### config.mk
export PLATFORM = sky130hd
export DESIGN_NAME = tag_presence_stability_table_core_flat
export DESIGN_NICKNAME = d
export VERILOG_FILES = /design/src/tpst_pkg.sv /design/src/tpst_if.sv /design/src/tag_presence_stability_table_core.sv /design/src/flat_wrapper.sv
export SDC_FILE = /design/constraint.sdc
export NUM_CORES = 2
export LEC_CHECK = 0
export BUFFER_PORTS_ARGS = -buffer_cell sky130_fd_sc_hd__buf_2
export CAP_MARGIN = 25
export CORE_MARGIN = 2
export CORE_UTILIZATION = 45
export CTS_CLUSTER_DIAMETER = 30
export CTS_CLUSTER_SIZE = 25
export DETAILED_ROUTE_END_ITERATION = 16
export REMOVE_ABC_BUFFERS = 1
export SKIP_CTS_REPAIR_TIMING = 1
export SYNTH_ARGS = -nofsm -noshare
export SYNTH_HDL_FRONTEND = slang
export SYNTH_SLANG_ARGS = --single-unit
export TNS_END_PERCENT = 1
### constraint.sdc
create_clock -name clock -period 19.53 [get_ports clock]
set_clock_uncertainty 0.1 [all_clocks]
set_input_delay 0 -clock clock [delete_from_list [all_inputs] [get_ports clock]]
set_output_delay 0 -clock clock [all_outputs]
set_load 0.01 [all_outputs]
### src/tpst_pkg.sv
// Shared widths, codes and defaults for the tag presence stability table.
package tpst_pkg;

   localparam int TAG_LOW_W     = 64;
   localparam int TAG_HIGH_W    = 56;
   localparam int TAG_W         = TAG_LOW_W + TAG_HIGH_W;
   localparam int RUN_W         = 8;
   localparam int STABLE_MIN_W  = 8;
   localparam int FACTOR_W      = 3;
   localparam int CSR_DATA_W    = 8;
   localparam int CSR_INDEX_W   = 1;
   localparam int DEFAULT_SLOTS = 32;

   localparam logic [STABLE_MIN_W-1:0] STABLE_MIN_RESET = 8'd10;
   localparam logic [FACTOR_W-1:0]     FACTOR_RESET     = 3'd3;
   localparam logic [RUN_W-1:0]        RUN_MAX          = 8'hFF;

   localparam logic [CSR_INDEX_W-1:0] CSR_STABLE_MIN    = 1'd0;
   localparam logic [CSR_INDEX_W-1:0] CSR_STABLE_FACTOR = 1'd1;

   typedef enum logic [1:0] {
      SLOT_FREE = 2'd0,
      SLOT_OLD  = 2'd1,
      SLOT_STAY = 2'd2,
      SLOT_NEW  = 2'd3
   } slot_status_type;

endpackage

### src/tpst_if.sv
// Handshake channels for tag reads and emitted tags.
interface tpst_req_if
   import tpst_pkg::*;
   ();
   logic                  valid;
   logic                  ready;
   logic [TAG_LOW_W-1:0]  tag_low;
   logic [TAG_HIGH_W-1:0] tag_high;

   modport source (output valid, output tag_low, output tag_high, input ready);
   modport sink   (input valid, input tag_low, input tag_high, output ready);
endinterface

interface tpst_rsp_if
   import tpst_pkg::*;
   ();
   logic                  valid;
   logic                  ready;
   logic [TAG_LOW_W-1:0]  out_tag_low;
   logic [TAG_HIGH_W-1:0] out_tag_high;
   logic                  last;

   modport source (output valid, output out_tag_low, output out_tag_high, output last,
                   input ready);
   modport sink   (input valid, input out_tag_low, input out_tag_high, input last,
                   output ready);
endinterface

### src/tag_presence_stability_table_core.sv
// Tag presence stability table: top level with tag memory and sequencer.
//
// Each accepted tag read walks the whole tag memory through its single read
// port, one slot a cycle, comparing against the stored tags, noting the first
// free slot and counting active slots; no new read is accepted until the walk
// and the decision are done. When a stable read pushes the run counter past
// the threshold, the memory is walked again to emit the active tags in slot
// order; each active slot waits for fresh read data and a free result register,
// so a stalled result side holds the walk. The slot status is cleared by reset
// at once; the tag memory needs no clearing since a free slot never matches.
module tag_presence_stability_table_core
   import tpst_pkg::*;
#(
   parameter int TABLE_SLOTS = DEFAULT_SLOTS
) (
   input  logic                   clock,
   input  logic                   reset,
   tpst_req_if.sink               req_ch,
   tpst_rsp_if.source             rsp_ch,
   input  logic                   csr_we,
   input  logic [CSR_INDEX_W-1:0] csr_index,
   input  logic [CSR_DATA_W-1:0]  csr_wdata
);

   localparam int IDX_W  = $clog2(TABLE_SLOTS);
   localparam int CNT_W  = $clog2(TABLE_SLOTS + 1);
   localparam int PROD_W = FACTOR_W + CNT_W;
   localparam int THR_W  = (PROD_W > RUN_W) ? PROD_W : RUN_W;
   localparam logic [IDX_W-1:0] LAST_SLOT = IDX_W'(TABLE_SLOTS - 1);

   typedef enum logic [1:0] {
      ST_IDLE,
      ST_SEARCH,
      ST_DECIDE,
      ST_EMIT
   } state_type;

   state_type                state_ff;
   logic [STABLE_MIN_W-1:0]  stable_min_ff;
   logic [FACTOR_W-1:0]      factor_ff;
   logic [RUN_W-1:0]         run_ff;
   slot_status_type          status_ff [TABLE_SLOTS];
   logic [TAG_W-1:0]         tag_ff;
   logic [IDX_W-1:0]         slot_ff;
   logic                     issue_ff;
   logic                     cmp_valid_ff;
   logic [IDX_W-1:0]         cmp_idx_ff;
   logic                     hit_found_ff;
   logic [IDX_W-1:0]         hit_idx_ff;
   logic                     free_found_ff;
   logic [IDX_W-1:0]         free_idx_ff;
   logic [CNT_W-1:0]         active_ff;
   logic [CNT_W-1:0]         emit_cnt_ff;
   logic                     fresh_ff;
   logic                     rsp_valid_ff;
   logic [TAG_W-1:0]         rsp_tag_ff;
   logic                     rsp_last_ff;

   logic [TAG_W-1:0]         mem [TABLE_SLOTS];
   logic [TAG_W-1:0]         rd_data_ff;
   logic                     mem_we;

   slot_status_type          cmp_status;
   slot_status_type          emit_status;
   logic                     cmp_match;
   logic [PROD_W-1:0]        product;
   logic [THR_W-1:0]         threshold;
   logic [RUN_W-1:0]         run_in;
   logic                     emit_go;
   logic                     rsp_free;
   logic                     emit_active;
   logic                     emit_push;

   assign cmp_status  = status_ff[cmp_idx_ff];
   assign emit_status = status_ff[slot_ff];
   assign cmp_match   = (cmp_status != SLOT_FREE) && (rd_data_ff == tag_ff);

   assign product   = PROD_W'(factor_ff) * PROD_W'(active_ff);
   assign threshold = (THR_W'(product) < THR_W'(stable_min_ff)) ?
                      THR_W'(stable_min_ff) : THR_W'(product);
   assign run_in    = (run_ff == RUN_MAX) ? run_ff : run_ff + RUN_W'(1);
   assign emit_go   = (THR_W'(run_in) > threshold);

   assign rsp_free    = !rsp_valid_ff || rsp_ch.ready;
   assign emit_active = (emit_status == SLOT_STAY) || (emit_status == SLOT_NEW);
   assign emit_push   = (state_ff == ST_EMIT) && emit_active && fresh_ff && rsp_free;
   assign mem_we      = (state_ff == ST_DECIDE) && !hit_found_ff && free_found_ff;

   assign req_ch.ready        = (state_ff == ST_IDLE);
   assign rsp_ch.valid        = rsp_valid_ff;
   assign rsp_ch.out_tag_low  = rsp_tag_ff[TAG_LOW_W-1:0];
   assign rsp_ch.out_tag_high = rsp_tag_ff[TAG_W-1:TAG_LOW_W];
   assign rsp_ch.last         = rsp_last_ff;

   always_ff @(posedge clock) begin
      if (mem_we) begin
         mem[free_idx_ff] <= tag_ff;
      end
      rd_data_ff <= mem[slot_ff];
   end

   always_ff @(posedge clock) begin
      if (reset) begin
         state_ff      <= ST_IDLE;
         stable_min_ff <= STABLE_MIN_RESET;
         factor_ff     <= FACTOR_RESET;
         run_ff        <= '0;
         for (int i = 0; i < TABLE_SLOTS; i++) begin
            status_ff[i] <= SLOT_FREE;
         end
         tag_ff        <= '0;
         slot_ff       <= '0;
         issue_ff      <= 1'b0;
         cmp_valid_ff  <= 1'b0;
         cmp_idx_ff    <= '0;
         hit_found_ff  <= 1'b0;
         hit_idx_ff    <= '0;
         free_found_ff <= 1'b0;
         free_idx_ff   <= '0;
         active_ff     <= '0;
         emit_cnt_ff   <= '0;
         fresh_ff      <= 1'b0;
         rsp_valid_ff  <= 1'b0;
         rsp_tag_ff    <= '0;
         rsp_last_ff   <= 1'b0;
      end else begin
         if (csr_we) begin
            case (csr_index)
               CSR_STABLE_MIN:    stable_min_ff <= csr_wdata[STABLE_MIN_W-1:0];
               CSR_STABLE_FACTOR: factor_ff     <= csr_wdata[FACTOR_W-1:0];
               default: ;
            endcase
         end

         if (emit_push) begin
            rsp_valid_ff <= 1'b1;
         end else if (rsp_ch.ready) begin
            rsp_valid_ff <= 1'b0;
         end

         cmp_valid_ff <= (state_ff == ST_SEARCH) && issue_ff;
         cmp_idx_ff   <= slot_ff;

         case (state_ff)
            ST_IDLE: begin
               if (req_ch.valid) begin
                  tag_ff        <= {req_ch.tag_high, req_ch.tag_low};
                  slot_ff       <= '0;
                  issue_ff      <= 1'b1;
                  hit_found_ff  <= 1'b0;
                  free_found_ff <= 1'b0;
                  active_ff     <= '0;
                  state_ff      <= ST_SEARCH;
               end
            end

            ST_SEARCH: begin
               if (issue_ff) begin
                  if (slot_ff == LAST_SLOT) begin
                     issue_ff <= 1'b0;
                  end else begin
                     slot_ff <= slot_ff + IDX_W'(1);
                  end
               end
               if (cmp_valid_ff) begin
                  if (cmp_match && !hit_found_ff) begin
                     hit_found_ff <= 1'b1;
                     hit_idx_ff   <= cmp_idx_ff;
                  end
                  if (cmp_status == SLOT_FREE && !free_found_ff) begin
                     free_found_ff <= 1'b1;
                     free_idx_ff   <= cmp_idx_ff;
                  end
                  if (cmp_status inside {SLOT_STAY, SLOT_NEW}) begin
                     active_ff <= active_ff + CNT_W'(1);
                  end
                  if (cmp_idx_ff == LAST_SLOT) begin
                     state_ff <= ST_DECIDE;
                  end
               end
            end

            ST_DECIDE: begin
               if (hit_found_ff && status_ff[hit_idx_ff] != SLOT_OLD) begin
                  run_ff <= run_in;
                  if (emit_go) begin
                     slot_ff     <= '0;
                     fresh_ff    <= 1'b0;
                     emit_cnt_ff <= '0;
                     state_ff    <= ST_EMIT;
                  end else begin
                     state_ff <= ST_IDLE;
                  end
               end else begin
                  state_ff <= ST_IDLE;
                  run_ff   <= '0;
                  if (hit_found_ff) begin
                     status_ff[hit_idx_ff] <= SLOT_STAY;
                  end else if (free_found_ff) begin
                     status_ff[free_idx_ff] <= SLOT_NEW;
                  end
               end
            end

            ST_EMIT: begin
               if (!emit_active || (fresh_ff && rsp_free)) begin
                  if (emit_active) begin
                     rsp_tag_ff   <= rd_data_ff;
                     rsp_last_ff  <= (emit_cnt_ff + CNT_W'(1) == active_ff);
                     emit_cnt_ff  <= emit_cnt_ff + CNT_W'(1);
                  end
                  fresh_ff <= 1'b0;
                  if (slot_ff == LAST_SLOT) begin
                     for (int i = 0; i < TABLE_SLOTS; i++) begin
                        case (status_ff[i])
                           SLOT_STAY, SLOT_NEW: status_ff[i] <= SLOT_OLD;
                           SLOT_OLD:            status_ff[i] <= SLOT_FREE;
                           default:             status_ff[i] <= SLOT_FREE;
                        endcase
                     end
                     state_ff <= ST_IDLE;
                  end else begin
                     slot_ff <= slot_ff + IDX_W'(1);
                  end
               end else begin
                  fresh_ff <= 1'b1;
               end
            end

            default: state_ff <= ST_IDLE;
         endcase
      end
   end

endmodule

### src/flat_wrapper.sv
// flat-port wrapper written by rule: the top's interface ports become plain ports
module tag_presence_stability_table_core_flat import tpst_pkg::*;
#(
   parameter int TABLE_SLOTS = DEFAULT_SLOTS
)
  (clock, reset, csr_we, csr_index, csr_wdata, req_ch_valid, req_ch_tag_low, req_ch_tag_high, req_ch_ready, rsp_ch_valid, rsp_ch_out_tag_low, rsp_ch_out_tag_high, rsp_ch_last, rsp_ch_ready);
  tpst_req_if req_ch_i ();
  tpst_rsp_if rsp_ch_i ();
  input  logic clock;
  input  logic reset;
  input  logic csr_we;
  input  logic [CSR_INDEX_W-1:0] csr_index;
  input  logic [CSR_DATA_W-1:0] csr_wdata;
  input wire logic [$bits(req_ch_i.valid)-1:0] req_ch_valid;
  input wire logic [$bits(req_ch_i.tag_low)-1:0] req_ch_tag_low;
  input wire logic [$bits(req_ch_i.tag_high)-1:0] req_ch_tag_high;
  output wire logic [$bits(req_ch_i.ready)-1:0] req_ch_ready;
  output wire logic [$bits(rsp_ch_i.valid)-1:0] rsp_ch_valid;
  output wire logic [$bits(rsp_ch_i.out_tag_low)-1:0] rsp_ch_out_tag_low;
  output wire logic [$bits(rsp_ch_i.out_tag_high)-1:0] rsp_ch_out_tag_high;
  output wire logic [$bits(rsp_ch_i.last)-1:0] rsp_ch_last;
  input wire logic [$bits(rsp_ch_i.ready)-1:0] rsp_ch_ready;
  assign req_ch_i.valid = req_ch_valid;
  assign req_ch_i.tag_low = req_ch_tag_low;
  assign req_ch_i.tag_high = req_ch_tag_high;
  assign req_ch_ready = req_ch_i.ready;
  assign rsp_ch_valid = rsp_ch_i.valid;
  assign rsp_ch_out_tag_low = rsp_ch_i.out_tag_low;
  assign rsp_ch_out_tag_high = rsp_ch_i.out_tag_high;
  assign rsp_ch_last = rsp_ch_i.last;
  assign rsp_ch_i.ready = rsp_ch_ready;
  tag_presence_stability_table_core #(.TABLE_SLOTS(TABLE_SLOTS)) u_core (.clock(clock), .reset(reset), .req_ch(req_ch_i), .rsp_ch(rsp_ch_i), .csr_we(csr_we), .csr_index(csr_index), .csr_wdata(csr_wdata));
endmodule
==> run metrics <==
initial antenna violation count 10; RD Place Congestion 0.837; average wire per standard cell 32.2 um; Reg-to-Reg Start u_core.active_ff[1]; total leakage power 66.6 nW; EDFF count, synth 3872; Unique masters post-synth 78; FMAX 149 MHz; Max Slew Vio Count 0; Seq cells post-synth 4334; Skew-Pair Late Insertion Delay 1050 ps; Avg Synthesized Cell Area between 20 and 25 um2; fillers 27000; Design Area, Final 0.206 mm2; r2r setup slk 12820 ps; layout cells sized above 1 around a third; hold path endpoint u_core.stable_min_ff[1]; Layout Cells excl Fill 14500; CTS Sinks 4334; Hold Crit Depth 4; part of the cycle the worst path needs 34.4%; GR Util met1 35.5%; commonest non-fill, non-tap cell in the layout edfxtp_1; R2R cell count 23; die height 609 um; drt first pass iters 8; CTS tree built; # DRC 0; Final Util 56.3%; total die area 0.371 mm2; Initial Util 45.2%; Post-synth ARST share 0%; most frequent cells in the layout edfxtp_1, mux4_2, clkbuf_16; first-pass GRT wire length 651 mm; total global routing track utilization 24.7%; Setup Viol. Count Final 0; Mapped Cells 7684; clock-pin slew on the worst setup and hold paths 40 ps; RSZ-0062 raised after global routing false; port buffer count 256; Hold Fails Final Rpt 0; status complete, no violations; GRT met3 Usage 4.06%; Least-Margin Pin Slew approximately 1400 ps; largest net degree at the start of global routing 95; CP max FO 8; Setup CP Type reg -> reg; WL final 467 mm; I/O pin count roughly 260; H-tree depth 6; core area 0.365 mm2; post-layout min period about 6700 ps; die span in x around 600 um; register area share after synthesis between 70 and 80%; total vias in the final route 86500; ANT nets after route 0; startpoint types flop; CTS Buf Count 791; max_cap viols 0; Area growth syn-to-layout 24.7%; dpl cells between 10000 and 15000; clock buffer depth 4; hold path startpoint csr_index; Power, Total 25.1 mW; Cell Area, Synth 0.165 mm2; Placed Area about 0.17 mm2; Post-DP HPWL 231 mm; Peak VDD IR slightly below 0.1 mV; Vias/cell 5.97; Arr. time, crit path 7510 ps; Root Buffer clkbuf_16; synthesis warning total 0; Worst EP required 20330 ps; Final Net Count between 9000 and 10000; crit end category flop; first-iteration detailed-routing DRC count 10800; total gr overflow 0; Power per Cell Area around 120 mW/mm2; # rows 222; worst min path class in -> reg; M2 GR Usage 39.4%; vias in the first global route 86600; top_reg_cell synth edfxtp_1; Slew HR 3.56%; gr busiest metal met2
where the power goes:
part	switching [mW]	internal, mW
logic	0.384	0.337
clock network	4.79	9.31
registers	0.0678	10.2
cell families (layout without fill, tap and decap cells):
group                    after synthesis  after routing  synth area share, %
other                                  0              6                    0
AND/OR/NAND/NOR                      883            883                 2.41
flip-flops                          4334           4334                 76.1
buffers and inverters                465           2440                 1.11
multiplexers                        1376           1376                 17.7
AO/OA/AOI/OAI                        495            495                 1.89
adder cells (fa/ha/maj)               32             32                0.266
XOR/XNOR                              99             99                0.526
Yosys cell counts (4+ instances only):
cell | number | area (um2)
a2111o_1 | 5 | 56.3
a2111oi_0 | 10 | 87.6
a211oi_1 | 8 | 60.1
a21oi_1 | 284 | 1420
a22o_1 | 9 | 78.8
a31oi_1 | 6 | 37.5
a41oi_1 | 6 | 52.6
and2_1 | 14 | 87.6
and3_1 | 11 | 68.8
and3b_1 | 8 | 70.1
buf_1 | 30 | 113
buf_2 | 41 | 205
buf_4 | 5 | 37.5
clkbuf_1 | 338 | 1270
dfxtp_1 | 462 | 9250
edfxtp_1 | 3872 | 116000
fa_1 | 5 | 100
ha_1 | 27 | 338
inv_1 | 48 | 180
mux2_2 | 122 | 1370
mux2i_1 | 35 | 350
mux4_2 | 1219 | 27500
nand2_1 | 569 | 2140
nand2b_1 | 25 | 156
nand3_1 | 32 | 160
nand3b_1 | 6 | 45.0
nand4_1 | 28 | 175
nor2_1 | 76 | 285
nor2b_1 | 52 | 325
nor3_1 | 6 | 30.0
nor3b_1 | 14 | 105
nor4_1 | 19 | 119
o2111ai_1 | 6 | 52.6
o211ai_1 | 7 | 52.6
o21a_1 | 5 | 37.5
o21ai_0 | 32 | 160
o21ai_1 | 14 | 70.1
o221ai_1 | 5 | 43.8
o2bb2ai_1 | 49 | 429
o2bb2ai_2 | 8 | 120
o31a_1 | 4 | 35.0
or3_1 | 6 | 37.5
xnor2_1 | 60 | 526
xor2_1 | 39 | 342
cell type report:
| class | count | area [um2] | area share (%) |
|---|---|---|---|
| antenna | 6 | 15.0 | 0.00730 |
| clock buffer | 959 | 21300 | 10.3 |
| clock inverter | 540 | 6820 | 3.32 |
| inverter | 48 | 180 | 0.0876 |
| multi-input combinational | 2885 | 37900 | 18.4 |
| sequential | 4334 | 126000 | 61.0 |
| tap | 4816 | 6030 | 2.93 |
| timing repair buffer | 893 | 8000 | 3.89 |
state kept, by name, indices dropped and copies added (netlist names), named ones only:
name                  count
u_core.factor_ff          3
u_core.cmp_valid_ff       1
u_core.mem             3840
u_core.emit_cnt_ff        6
u_core.rd_data_ff       120
u_core.cmp_idx_ff         5
u_core.tag_ff           120
u_core.stable_min_ff      8
u_core.rsp_ch.last        1
u_core.fresh_ff           1
u_core.issue_ff           1
u_core.slot_ff            5
u_core.hit_found_ff       1
u_core.rsp_tag_ff       120
u_core.free_idx_ff        5
u_core.free_found_ff      1
u_core.status_ff         64
u_core.hit_idx_ff         5
u_core.active_ff          6
u_core.run_ff             8
u_core.rsp_ch.valid       1
u_core.state_ff           2
worst max-delay path by stage:
stage                        startpoint                 endpoint  slack (ps)  depth (start not counted)
floorplan             u_core.slot_ff[0]  u_core.status_ff[16][0]      -23090                          5
global placement      u_core.slot_ff[0]    u_core.rd_data_ff[16]       12980                          8
detailed placement  u_core.active_ff[2]                     flop       12920                         23
CTS                 u_core.active_ff[2]                     flop       12900                         23
global route        u_core.active_ff[1]                     flop       12370                         23
finish              u_core.active_ff[1]                     flop       12820                         23
layer usage:
layer	part of all wire (%)	up-vias	wire, um
met1	41	46700	193000
met3	8.1	714	37600
met4	2.5	2	11600
met2	48	4256	224000
li1	-	34800	-
met5	0.0039	-	18
through the flow:
step / setup TNS, ps / hold slack, ps / setup WS (ps)
after floorplan: -5088560 / -33.3 / -23090
after global placement: 0 / 144 / 12980
after detailed placement: 0 / 148 / 12920
after CTS: 0 / -1010 / 12900
after global routing: 0 / 49.1 / 12370
final: 0 / 6.19 / 12820
worst max-delay path, cell delays in order, from the launching register on:
cell and delay, ps:
dfxtp_1 510, and2_1 220, fa_1 460, ha_1 240, fa_1 480, a21oi_1 170
nor2_1 50, nor2_1 130, xnor2_1 110, ha_1 310, a21o_1 120, a21oi_1 70
nand2_1 110, a31oi_1 60, a21oi_1 710, mux2i_1 220, ha_1 370, nand4_1 140
o21ai_0 220, a21oi_1 60, nor4b_1 840, a31o_1 360, a41oi_1 200, a211oi_1 310
No activity file was read; power rests on OpenSTA's default activity.
